$ cat src/rtl/hse_pkg.sv
// hse_pkg: shared types for the heap sort engine.
// Sequencer state encoding and the status group from sequencer to top level.
// No dependencies.
package hse_pkg;

  // Sequencer states, one-hot
  typedef enum logic [12:0] {
    S_IDLE     = 13'b0000000000001,
    S_SD_START = 13'b0000000000010,
    S_SD_HELD  = 13'b0000000000100,
    S_SD_NEXT  = 13'b0000000001000,
    S_SD_LEFT  = 13'b0000000010000,
    S_SD_RIGHT = 13'b0000000100000,
    S_SD_CMP   = 13'b0000001000000,
    S_SD_WRITE = 13'b0000010000000,
    S_SW_RD0   = 13'b0000100000000,
    S_SW_RDE   = 13'b0001000000000,
    S_SW_WR    = 13'b0010000000000,
    S_OUT_RD   = 13'b0100000000000,
    S_OUT_CAP  = 13'b1000000000000
  } hse_state_t;

  // Sequencer status toward the top level
  typedef struct packed {
    logic busy;      // sort or readout in progress
    logic res_we;    // RAM read data is the next result this cycle
    logic res_last;  // that result closes the batch
  } hse_stat_t;

endpackage

$ cat src/rtl/hse_ram.sv
// hse_ram: generic simple dual-port RAM, one write and one registered read port.
// No dependencies.
module hse_ram #(
  parameter int WIDTH = 32,
  parameter int DEPTH = 64
) (
  input  logic                     clk,
  input  logic                     wr_en,
  input  logic [$clog2(DEPTH)-1:0] wr_addr,
  input  logic [WIDTH-1:0]         wr_data,
  input  logic [$clog2(DEPTH)-1:0] rd_addr,
  output logic [WIDTH-1:0]         rd_data_r
);

  logic [WIDTH-1:0] mem [DEPTH];

  always_ff @(posedge clk) begin
    if (wr_en) begin
      mem[wr_addr] <= wr_data;
    end
    rd_data_r <= mem[rd_addr];
  end

endmodule

$ cat src/rtl/hse_seq.sv
// hse_seq: heap sort sequencer with one shared signed comparator.
// Drives the RAM through hse_ram ports; uses hse_pkg types.
module hse_seq
  import hse_pkg::*;
#(
  parameter int DEPTH      = 64,
  parameter int DATA_WIDTH = 32
) (
  input  logic                         clk,
  input  logic                         rst_n,
  input  logic                         start,
  input  logic [$clog2(DEPTH+1)-1:0]   count,
  input  logic                         out_free,
  input  logic [DATA_WIDTH-1:0]        rd_data,
  output logic [$clog2(DEPTH)-1:0]     rd_addr,
  output logic                         wr_en,
  output logic [$clog2(DEPTH)-1:0]     wr_addr,
  output logic [DATA_WIDTH-1:0]        wr_data,
  output hse_stat_t                    stat
);

  localparam int AW = $clog2(DEPTH);
  localparam int CW = $clog2(DEPTH + 1);
  localparam int LW = AW + 2;

  hse_state_t state_r, state_nxt;
  logic [CW-1:0] n_r, n_nxt;
  logic [CW-1:0] size_r, size_nxt;
  logic [CW-1:0] bi_r, bi_nxt;
  logic [AW-1:0] parent_r, parent_nxt;
  logic [AW-1:0] child_r, child_nxt;
  logic [AW-1:0] end_r, end_nxt;
  logic [AW-1:0] k_r, k_nxt;
  logic          sorting_r, sorting_nxt;
  logic [DATA_WIDTH-1:0] held_r, held_nxt;
  logic [DATA_WIDTH-1:0] cval_r, cval_nxt;
  logic [DATA_WIDTH-1:0] tmp_r, tmp_nxt;

  logic [LW-1:0] lft, rgt, size_x;
  logic [DATA_WIDTH-1:0] cmp_a, cmp_b;
  logic gt;
  logic k_last;

  assign lft    = {1'b0, parent_r, 1'b1};
  assign rgt    = lft + LW'(1);
  assign size_x = LW'(size_r);
  assign k_last = (CW'(k_r) + CW'(1)) == n_r;

  // shared compare: right vs left child, then best child vs held value
  assign cmp_a = (state_r == S_SD_RIGHT) ? rd_data : cval_r;
  assign cmp_b = (state_r == S_SD_RIGHT) ? cval_r  : held_r;
  assign gt    = $signed(cmp_a) > $signed(cmp_b);

  always_comb begin
    state_nxt   = state_r;
    n_nxt       = n_r;
    size_nxt    = size_r;
    bi_nxt      = bi_r;
    parent_nxt  = parent_r;
    child_nxt   = child_r;
    end_nxt     = end_r;
    k_nxt       = k_r;
    sorting_nxt = sorting_r;
    held_nxt    = held_r;
    cval_nxt    = cval_r;
    tmp_nxt     = tmp_r;
    rd_addr     = parent_r;
    wr_en       = 1'b0;
    wr_addr     = parent_r;
    wr_data     = held_r;
    stat.busy     = (state_r != S_IDLE);
    stat.res_we   = 1'b0;
    stat.res_last = k_last;
    case (state_r)
      S_IDLE: begin
        if (start) begin
          n_nxt = count;
          k_nxt = '0;
          if (count < CW'(2)) begin
            state_nxt = S_OUT_RD;
          end else begin
            bi_nxt      = count >> 1;
            parent_nxt  = AW'((count >> 1) - CW'(1));
            size_nxt    = count;
            sorting_nxt = 1'b0;
            state_nxt   = S_SD_START;
          end
        end
      end
      S_SD_START: begin
        rd_addr   = parent_r;
        state_nxt = S_SD_HELD;
      end
      S_SD_HELD: begin
        held_nxt  = rd_data;
        state_nxt = S_SD_NEXT;
      end
      S_SD_NEXT: begin
        rd_addr = lft[AW-1:0];
        if (lft < size_x) begin
          state_nxt = S_SD_LEFT;
        end else begin
          state_nxt = S_SD_WRITE;
        end
      end
      S_SD_LEFT: begin
        cval_nxt  = rd_data;
        child_nxt = lft[AW-1:0];
        rd_addr   = rgt[AW-1:0];
        if (rgt < size_x) begin
          state_nxt = S_SD_RIGHT;
        end else begin
          state_nxt = S_SD_CMP;
        end
      end
      S_SD_RIGHT: begin
        if (gt) begin
          cval_nxt  = rd_data;
          child_nxt = rgt[AW-1:0];
        end
        state_nxt = S_SD_CMP;
      end
      S_SD_CMP: begin
        if (gt) begin
          wr_en      = 1'b1;
          wr_addr    = parent_r;
          wr_data    = cval_r;
          parent_nxt = child_r;
          state_nxt  = S_SD_NEXT;
        end else begin
          state_nxt = S_SD_WRITE;
        end
      end
      S_SD_WRITE: begin
        wr_en   = 1'b1;
        wr_addr = parent_r;
        wr_data = held_r;
        if (!sorting_r) begin
          if (bi_r > CW'(1)) begin
            bi_nxt     = bi_r - CW'(1);
            parent_nxt = AW'(bi_r - CW'(2));
            state_nxt  = S_SD_START;
          end else begin
            end_nxt     = AW'(n_r - CW'(1));
            sorting_nxt = 1'b1;
            state_nxt   = S_SW_RD0;
          end
        end else begin
          if (end_r > AW'(1)) begin
            end_nxt   = end_r - AW'(1);
            state_nxt = S_SW_RD0;
          end else begin
            state_nxt = S_OUT_RD;
          end
        end
      end
      S_SW_RD0: begin
        rd_addr   = '0;
        state_nxt = S_SW_RDE;
      end
      S_SW_RDE: begin
        tmp_nxt   = rd_data;
        rd_addr   = end_r;
        state_nxt = S_SW_WR;
      end
      S_SW_WR: begin
        // old root goes to the end, old end value sifts down from the root
        held_nxt   = rd_data;
        wr_en      = 1'b1;
        wr_addr    = end_r;
        wr_data    = tmp_r;
        parent_nxt = '0;
        size_nxt   = CW'(end_r);
        state_nxt  = S_SD_NEXT;
      end
      S_OUT_RD: begin
        rd_addr = k_r;
        if (out_free) begin
          state_nxt = S_OUT_CAP;
        end
      end
      S_OUT_CAP: begin
        stat.res_we = 1'b1;
        k_nxt       = k_r + AW'(1);
        if (k_last) begin
          state_nxt = S_IDLE;
        end else begin
          state_nxt = S_OUT_RD;
        end
      end
      default: begin
        state_nxt = S_IDLE;
      end
    endcase
  end

  always_ff @(posedge clk) begin
    if (!rst_n) begin
      state_r <= S_IDLE;
    end else begin
      state_r <= state_nxt;
    end
    n_r       <= n_nxt;
    size_r    <= size_nxt;
    bi_r      <= bi_nxt;
    parent_r  <= parent_nxt;
    child_r   <= child_nxt;
    end_r     <= end_nxt;
    k_r       <= k_nxt;
    sorting_r <= sorting_nxt;
    held_r    <= held_nxt;
    cval_r    <= cval_nxt;
    tmp_r     <= tmp_nxt;
  end

endmodule

$ cat src/rtl/heap_sort_engine.sv
// heap_sort_engine: top level, batch load, output register, RAM write mux.
// Instantiates hse_ram and hse_seq; uses hse_pkg.
//
//  channel | ports                                         | dir
//  --------+-----------------------------------------------+-----
//  input   | in_valid, in_ready, in_item_value, in_is_last | in
//  result  | out_valid, out_ready, out_sorted_value,       | out
//          | out_last_result, out_overflow                 |
//
// Loads take one request per cycle while in_ready is high; each value that fits
// is written straight to the RAM. A request with in_is_last starts the sort;
// in_ready stays low until the last result of the batch sits in the output
// register. Heapify and sort use a single RAM read port and one compare unit.
// In readout the output register must empty before the next RAM word is
// captured.
// Reset (rst_n low, synchronous) clears the load count, overflow flag, the
// sequencer and the output valid. A stalled out_ready holds the readout.
module heap_sort_engine
  import hse_pkg::*;
#(
  parameter int DEPTH      = 64,
  parameter int DATA_WIDTH = 32
) (
  input  logic                  clk,
  input  logic                  rst_n,
  input  logic                  in_valid,
  output logic                  in_ready,
  input  logic [DATA_WIDTH-1:0] in_item_value,
  input  logic                  in_is_last,
  output logic                  out_valid,
  input  logic                  out_ready,
  output logic [DATA_WIDTH-1:0] out_sorted_value,
  output logic                  out_last_result,
  output logic                  out_overflow
);

  localparam int AW = $clog2(DEPTH);
  localparam int CW = $clog2(DEPTH + 1);

  logic [CW-1:0] count_r, count_nxt;
  logic          dropped_r, dropped_nxt;
  logic          batch_ovf_r, batch_ovf_nxt;
  logic          out_valid_r, out_valid_nxt;
  logic [DATA_WIDTH-1:0] out_value_r;
  logic          out_last_r, out_ovf_r;

  logic          in_acc, full, start;
  logic          ld_we;
  hse_stat_t     stat;
  logic [AW-1:0] seq_rd_addr, seq_wr_addr, ram_wr_addr;
  logic          seq_wr_en, ram_wr_en;
  logic [DATA_WIDTH-1:0] seq_wr_data, ram_wr_data, ram_rd_data;

  assign in_ready = !stat.busy;
  assign in_acc   = in_valid && in_ready;
  assign full     = (count_r == CW'(DEPTH));
  assign ld_we    = in_acc && !full;
  assign start    = in_acc && in_is_last;

  // load phase owns the write port until the sequencer is busy
  assign ram_wr_en   = stat.busy ? seq_wr_en   : ld_we;
  assign ram_wr_addr = stat.busy ? seq_wr_addr : count_r[AW-1:0];
  assign ram_wr_data = stat.busy ? seq_wr_data : in_item_value;

  always_comb begin
    count_nxt     = count_r;
    dropped_nxt   = dropped_r;
    batch_ovf_nxt = batch_ovf_r;
    if (in_acc) begin
      if (full) begin
        dropped_nxt = 1'b1;
      end else begin
        count_nxt = count_r + CW'(1);
      end
      if (in_is_last) begin
        // batch closes: hand the count over, start the next batch clean
        batch_ovf_nxt = dropped_nxt;
        count_nxt     = '0;
        dropped_nxt   = 1'b0;
      end
    end
  end

  // count handed to the sequencer includes this last request's own load
  logic [CW-1:0] start_count;
  assign start_count = full ? count_r : count_r + CW'(1);

  always_comb begin
    out_valid_nxt = out_valid_r;
    if (out_valid_r && out_ready) begin
      out_valid_nxt = 1'b0;
    end
    if (stat.res_we) begin
      out_valid_nxt = 1'b1;
    end
  end

  always_ff @(posedge clk) begin
    if (!rst_n) begin
      count_r     <= '0;
      dropped_r   <= 1'b0;
      batch_ovf_r <= 1'b0;
      out_valid_r <= 1'b0;
    end else begin
      count_r     <= count_nxt;
      dropped_r   <= dropped_nxt;
      batch_ovf_r <= batch_ovf_nxt;
      out_valid_r <= out_valid_nxt;
    end
    if (stat.res_we) begin
      out_value_r <= ram_rd_data;
      out_last_r  <= stat.res_last;
      out_ovf_r   <= batch_ovf_r;
    end
  end

  assign out_valid        = out_valid_r;
  assign out_sorted_value = out_value_r;
  assign out_last_result  = out_last_r;
  assign out_overflow     = out_ovf_r;

  hse_ram #(
    .WIDTH (DATA_WIDTH),
    .DEPTH (DEPTH)
  ) u_ram (
    .clk       (clk),
    .wr_en     (ram_wr_en),
    .wr_addr   (ram_wr_addr),
    .wr_data   (ram_wr_data),
    .rd_addr   (seq_rd_addr),
    .rd_data_r (ram_rd_data)
  );

  hse_seq #(
    .DEPTH      (DEPTH),
    .DATA_WIDTH (DATA_WIDTH)
  ) u_seq (
    .clk      (clk),
    .rst_n    (rst_n),
    .start    (start),
    .count    (start_count),
    .out_free (!out_valid_r),
    .rd_data  (ram_rd_data),
    .rd_addr  (seq_rd_addr),
    .wr_en    (seq_wr_en),
    .wr_addr  (seq_wr_addr),
    .wr_data  (seq_wr_data),
    .stat     (stat)
  );

endmodule

$ cat config.mk
export PLATFORM = sky130hd
export DESIGN_NAME = heap_sort_engine
export DESIGN_NICKNAME = d
export VERILOG_FILES = /design/src/rtl/hse_pkg.sv /design/src/rtl/hse_ram.sv /design/src/rtl/hse_seq.sv /design/src/rtl/heap_sort_engine.sv
export SDC_FILE = /design/constraint.sdc
export NUM_CORES = 2
export LEC_CHECK = 0
export BUFFER_PORTS_ARGS = -buffer_cell sky130_fd_sc_hd__clkbuf_2
export CORE_MARGIN = 5
export CORE_UTILIZATION = 55
export CTS_BUF_LIST = sky130_fd_sc_hd__clkbuf_8 sky130_fd_sc_hd__clkbuf_16
export DETAILED_ROUTE_END_ITERATION = 8
export PLACE_DENSITY_LB_ADDON = 0.05
export SETUP_SLACK_MARGIN = 0.2
export SLEW_MARGIN = 15
export SYNTH_ARGS = -nofsm -noshare
export SYNTH_HDL_FRONTEND = slang
export SYNTH_SLANG_ARGS = --single-unit
$ cat constraint.sdc
create_clock -name clk -period 8.9 [get_ports clk]
set_input_delay 0.445 -clock clk [delete_from_list [all_inputs] [get_ports clk]]
set_output_delay 0.445 -clock clk [all_outputs]
set_load 0.02 [all_outputs]
==> run_results.csv <==
group,metric,value,unit
route,ant_nets,0,
clock_network,cts_resized,0,
synth,yosysMostFrequentCell,"edfxtp_1",
route,routed_wl,284,mm
worst_setup_path,required,9.45,ns
route,drc,0,
timing,fmax,143,MHz
synth,synth_nets,6180,
die,ios,73,
route,first_pass_iters,7,
synth,synth_ff_type,"edfxtp_1",
die,die_w,418,um
worst_setup_path,worstSetupEndpointType,"register",
timing,period_needed,7.00,ns
worst_setup_path,rrSetupSlack,1.90,ns
hold_path,hp-start,"in_is_last",
hold_path,hold_end,"count_r[0]",
finish,design_area,103000,um2
finish,multi_input_area,22600,um2
status,outcome,"complete, no violations",
clock_network,cts_sinks,2279,
worst_setup_path,crit_path_max_incr_delay,0.71,ns
pwr,powerDensity,324,nW/um2
global_routing,grt_max_degree,132,
finish,seq_area,67900,um2
worst_setup_path,cp.arrival,7.55,ns
worst_setup_path,crit_chain,"or4_1 -> nor3_1 -> buf_4 -> and4b_1 -> inv_2 -> buf_12 -> mux2i_1 -> ha_1 -> a21o_1 -> a21o_1 -> a21oi_1 -> o21a_1 -> o21ai_0 -> a21oi_1 -> mux2i_4 -> buf_4 -> a221o_1 -> mux2_2 -> buf_4",
synth,syn_area,91500,um2
timing,timing.final.max_slew_violations,0,
global_routing,first_global_vias,52700,
synth,yosysTopAreaCell,"edfxtp_1",
timing,final.setup_skew,0.0390,ns
clock_network,cts-root-buf,"clkbuf_16",
synth,synth_top_area_share,73.0,%
synth,ys_ff_latch,2279,
synth,yosysWarningCount,0,
synth,synth_area_per_cell,15.0,um2
synth,synth_cell_types,83,
timing,hold_viol_final,0,
timing,relSlewSlack,10.5,%
clock_network,worstSkewPairLatency,0.88,ns
clock_network,cts_hold_buf,2,
synth,seq_area_frac_synth,74.2,%
finish,drive_gt1_share,11.4,%
global_routing,antenna_found_initial,36,
pwr,vdd_ir_drop_max,0.420,mV
synth,synth_enable_flop_cells,2224,
die,die_area,175000,um2
global_routing,groute.usage.overall,32.1,%
timing,tightestPinTransition,1.33,ns
synth,synthCells,6087,
timing,tns,0,ns
flow_run,cap_violations,0,
die,num_rows,149,
pwr,switchingPower,12.1,mW
hold_path,min_path_type,"in -> reg",
placement,place.port_buffers,72,
route,avgViaCountPerCell,6.56,
placement,dp_hpwl,169,mm
pwr,p_int,21.2,mW
clock_network,cts_tree,"done",
route,wl_per_cell,33.0,um
worst_setup_path,crit_type,"reg -> reg",
worst_setup_path,start_kind,"register",
synth,synth_common_cells,"2224 x edfxtp_1, 961 x nand2_1, 653 x mux2i_1",
hold_path,min_path_cells,3,
worst_setup_path,reg2reg_depth,19,
pwr,p_seq_share,42.0,%
die,die_h,418,um
worst_setup_path,path_max_fanout,42,
route,drt-initial-drc-count,7826,
worst_setup_path,slowest_stage,"mux2_2",
timing,finalSetupViolations,0,
synth,synthTopCellsByArea,"edfxtp_1 73%, mux2i_1 7.1%, nand2_1 3.9%",
placement,placed_area,95400,um2
clock_network,htreeDepth,4,
finish,syn_to_final_growth,12.3,%
timing,min_period_over_period,78.6,%
clock_network,cts_setup_buffers,0,
clock_network,path_clk_slew,0.06,ns
pwr,leakagePower,35.3,nW
global_routing,grt_pass1_wl,400,mm
global_routing,grt-ovfl-total,0,
worst_setup_path,rr_startpoint,"u_seq.state_r[4]",
clock_network,clockBufferDepth,3,
clock_network,cts-buffers-inserted,225,
pwr,combPwrFrac,30.5,%
worst_setup_path,worst_r2r_endpoint,"u_ram.mem[23][11]",
placement,place.gp.congestion,0.931,
pwr,switching_share,36.4,%
route,vias,56600,
die,core,165000,um2
die,initial_core_util,55.4,%
timing,grt_setup_unrepaired,"false",
worst_setup_path,cp_common_cell,"buf_4",
finish,final_nets,6297,
pwr,pwr-share-clk,27.5,%
synth,async_flop_share,0,%
finish,num-fill-cells,12300,
==> cell type report <==
cell class                      instances  share of cell area [%]
Clock buffer                          230                    5.55
Sequential cell                      2279                    66.0
Multi-Input combinational cell       3396                    22.0
Timing Repair Buffer                  265                    2.16
Inverter                               37                   0.135
Tap cell                             2189                    2.66
Clock inverter                        191                    1.38
Antenna cell                           43                   0.105
==> worst max-delay path by stage <==
stage / slack [ns] / depth (start not counted) / startpoint / endpoint
final: 1.90 / 19 / u_seq.state_r[4] / u_ram.mem[23][11]
after global routing: 1.58 / 19 / u_seq.state_r[4] / u_ram.mem[60][7]
after CTS: 2.01 / 19 / u_seq.state_r[4] / u_ram.mem[23][11]
after detailed placement: 2.03 / 19 / u_seq.state_r[4] / u_ram.mem[62][12]
after global placement: 2.06 / 19 / u_seq.state_r[4] / u_ram.mem[60][22]
after floorplan: 1.67 / 18 / u_seq.state_r[2] / u_seq.child_r[0]
==> cell families (layout without fill, tap and decap cells) <==
kind of cell	Yosys count	after routing	share of synthesized area, %
flip-flops	2279	2279	74.2
buffers and inverters	412	723	2.07
multiplexers	673	673	7.39
adder cells (fa/ha/maj)	56	56	0.766
XOR/XNOR	46	46	0.440
AND/OR/NAND/NOR	1682	1682	8.15
AO/OA/AOI/OAI	939	939	7.00
other	0	43	0
==> power by group through the flow <==
stage / clock (mW) / sequential [mW] / combinational [mW]
floorplan: 0 / 14.0 / 5.38
global placement: 0 / 14.2 / 9.87
detailed placement: 0 / 14.2 / 9.95
CTS: 9.27 / 14.0 / 9.97
global route: 9.74 / 14.0 / 10.5
finish: 9.18 / 14.0 / 10.2
==> worst max-delay path: cells and delay by family, from the launching register on <==
kind                       cells  cell delay (ns)
AOI/OAI and AO/OA              7             1.41
and+or+nand+nor                3             1.06
muxes                          3             1.39
adders and majority gates      1             0.31
DFF                            1             0.39
buffers and inverters          5             1.96
==> sequential cells by signal, summed over array words and instances (netlist names), 6 cells and up <==
signal,cells
u_ram.mem,2048
u_seq.held_r,32
u_seq.state_r,13
u_ram.rd_data_r,32
u_seq.bi_r,7
u_seq.cval_r,32
out_sorted_value,32
u_seq.tmp_r,32
u_seq.k_r,6
u_seq.end_r,6
u_seq.n_r,7
u_seq.child_r,6
count_r,7
u_seq.size_r,7
u_seq.parent_r,6
==> per-layer routing <==
layer | up-vias | GRT usage [%] | share of wire (%) | wire length, um
met5 | - | 0 | 0.028 | 80
met4 | 12 | 14.3 | 4.9 | 14100
met2 | 3332 | 48.3 | 45 | 128000
li1 | 23900 | - | - | -
met3 | 570 | 6.71 | 10 | 29400
met1 | 28700 | 45.8 | 40 | 113000
==> cell usage in the layout, fill, tap and decap left out, types with 72 or more instances in the layout <==
| cell | instances |
|---|---|
| nor3_1 | 85 |
| nand3_1 | 243 |
| clkbuf_2 | 72 |
| o221ai_1 | 151 |
| mux2i_1 | 652 |
| nor2_1 | 75 |
| inv_1 | 94 |
| o22ai_1 | 155 |
| clkbuf_16 | 226 |
| a31oi_1 | 98 |
| a21oi_1 | 217 |
| nand2_1 | 959 |
| edfxtp_1 | 2224 |
| buf_4 | 161 |
==> metrics by stage <==
step                std cells  setup slack [ns]  utilization, %  hold WS, ns  total power [mW]
finish                   8630              1.90            62.2       0.0527              33.4
global route             8606              1.58            62.2       0.0653              34.3
CTS                      8583              2.01            62.1       0.0149              33.2
detailed placement       8160              2.03            57.8        0.428              24.2
global placement         8155              2.06            57.7        0.427              24.1
floorplan                6087              1.67               -        0.409              19.4
Note: power is estimated with default switching activity, not from simulation.
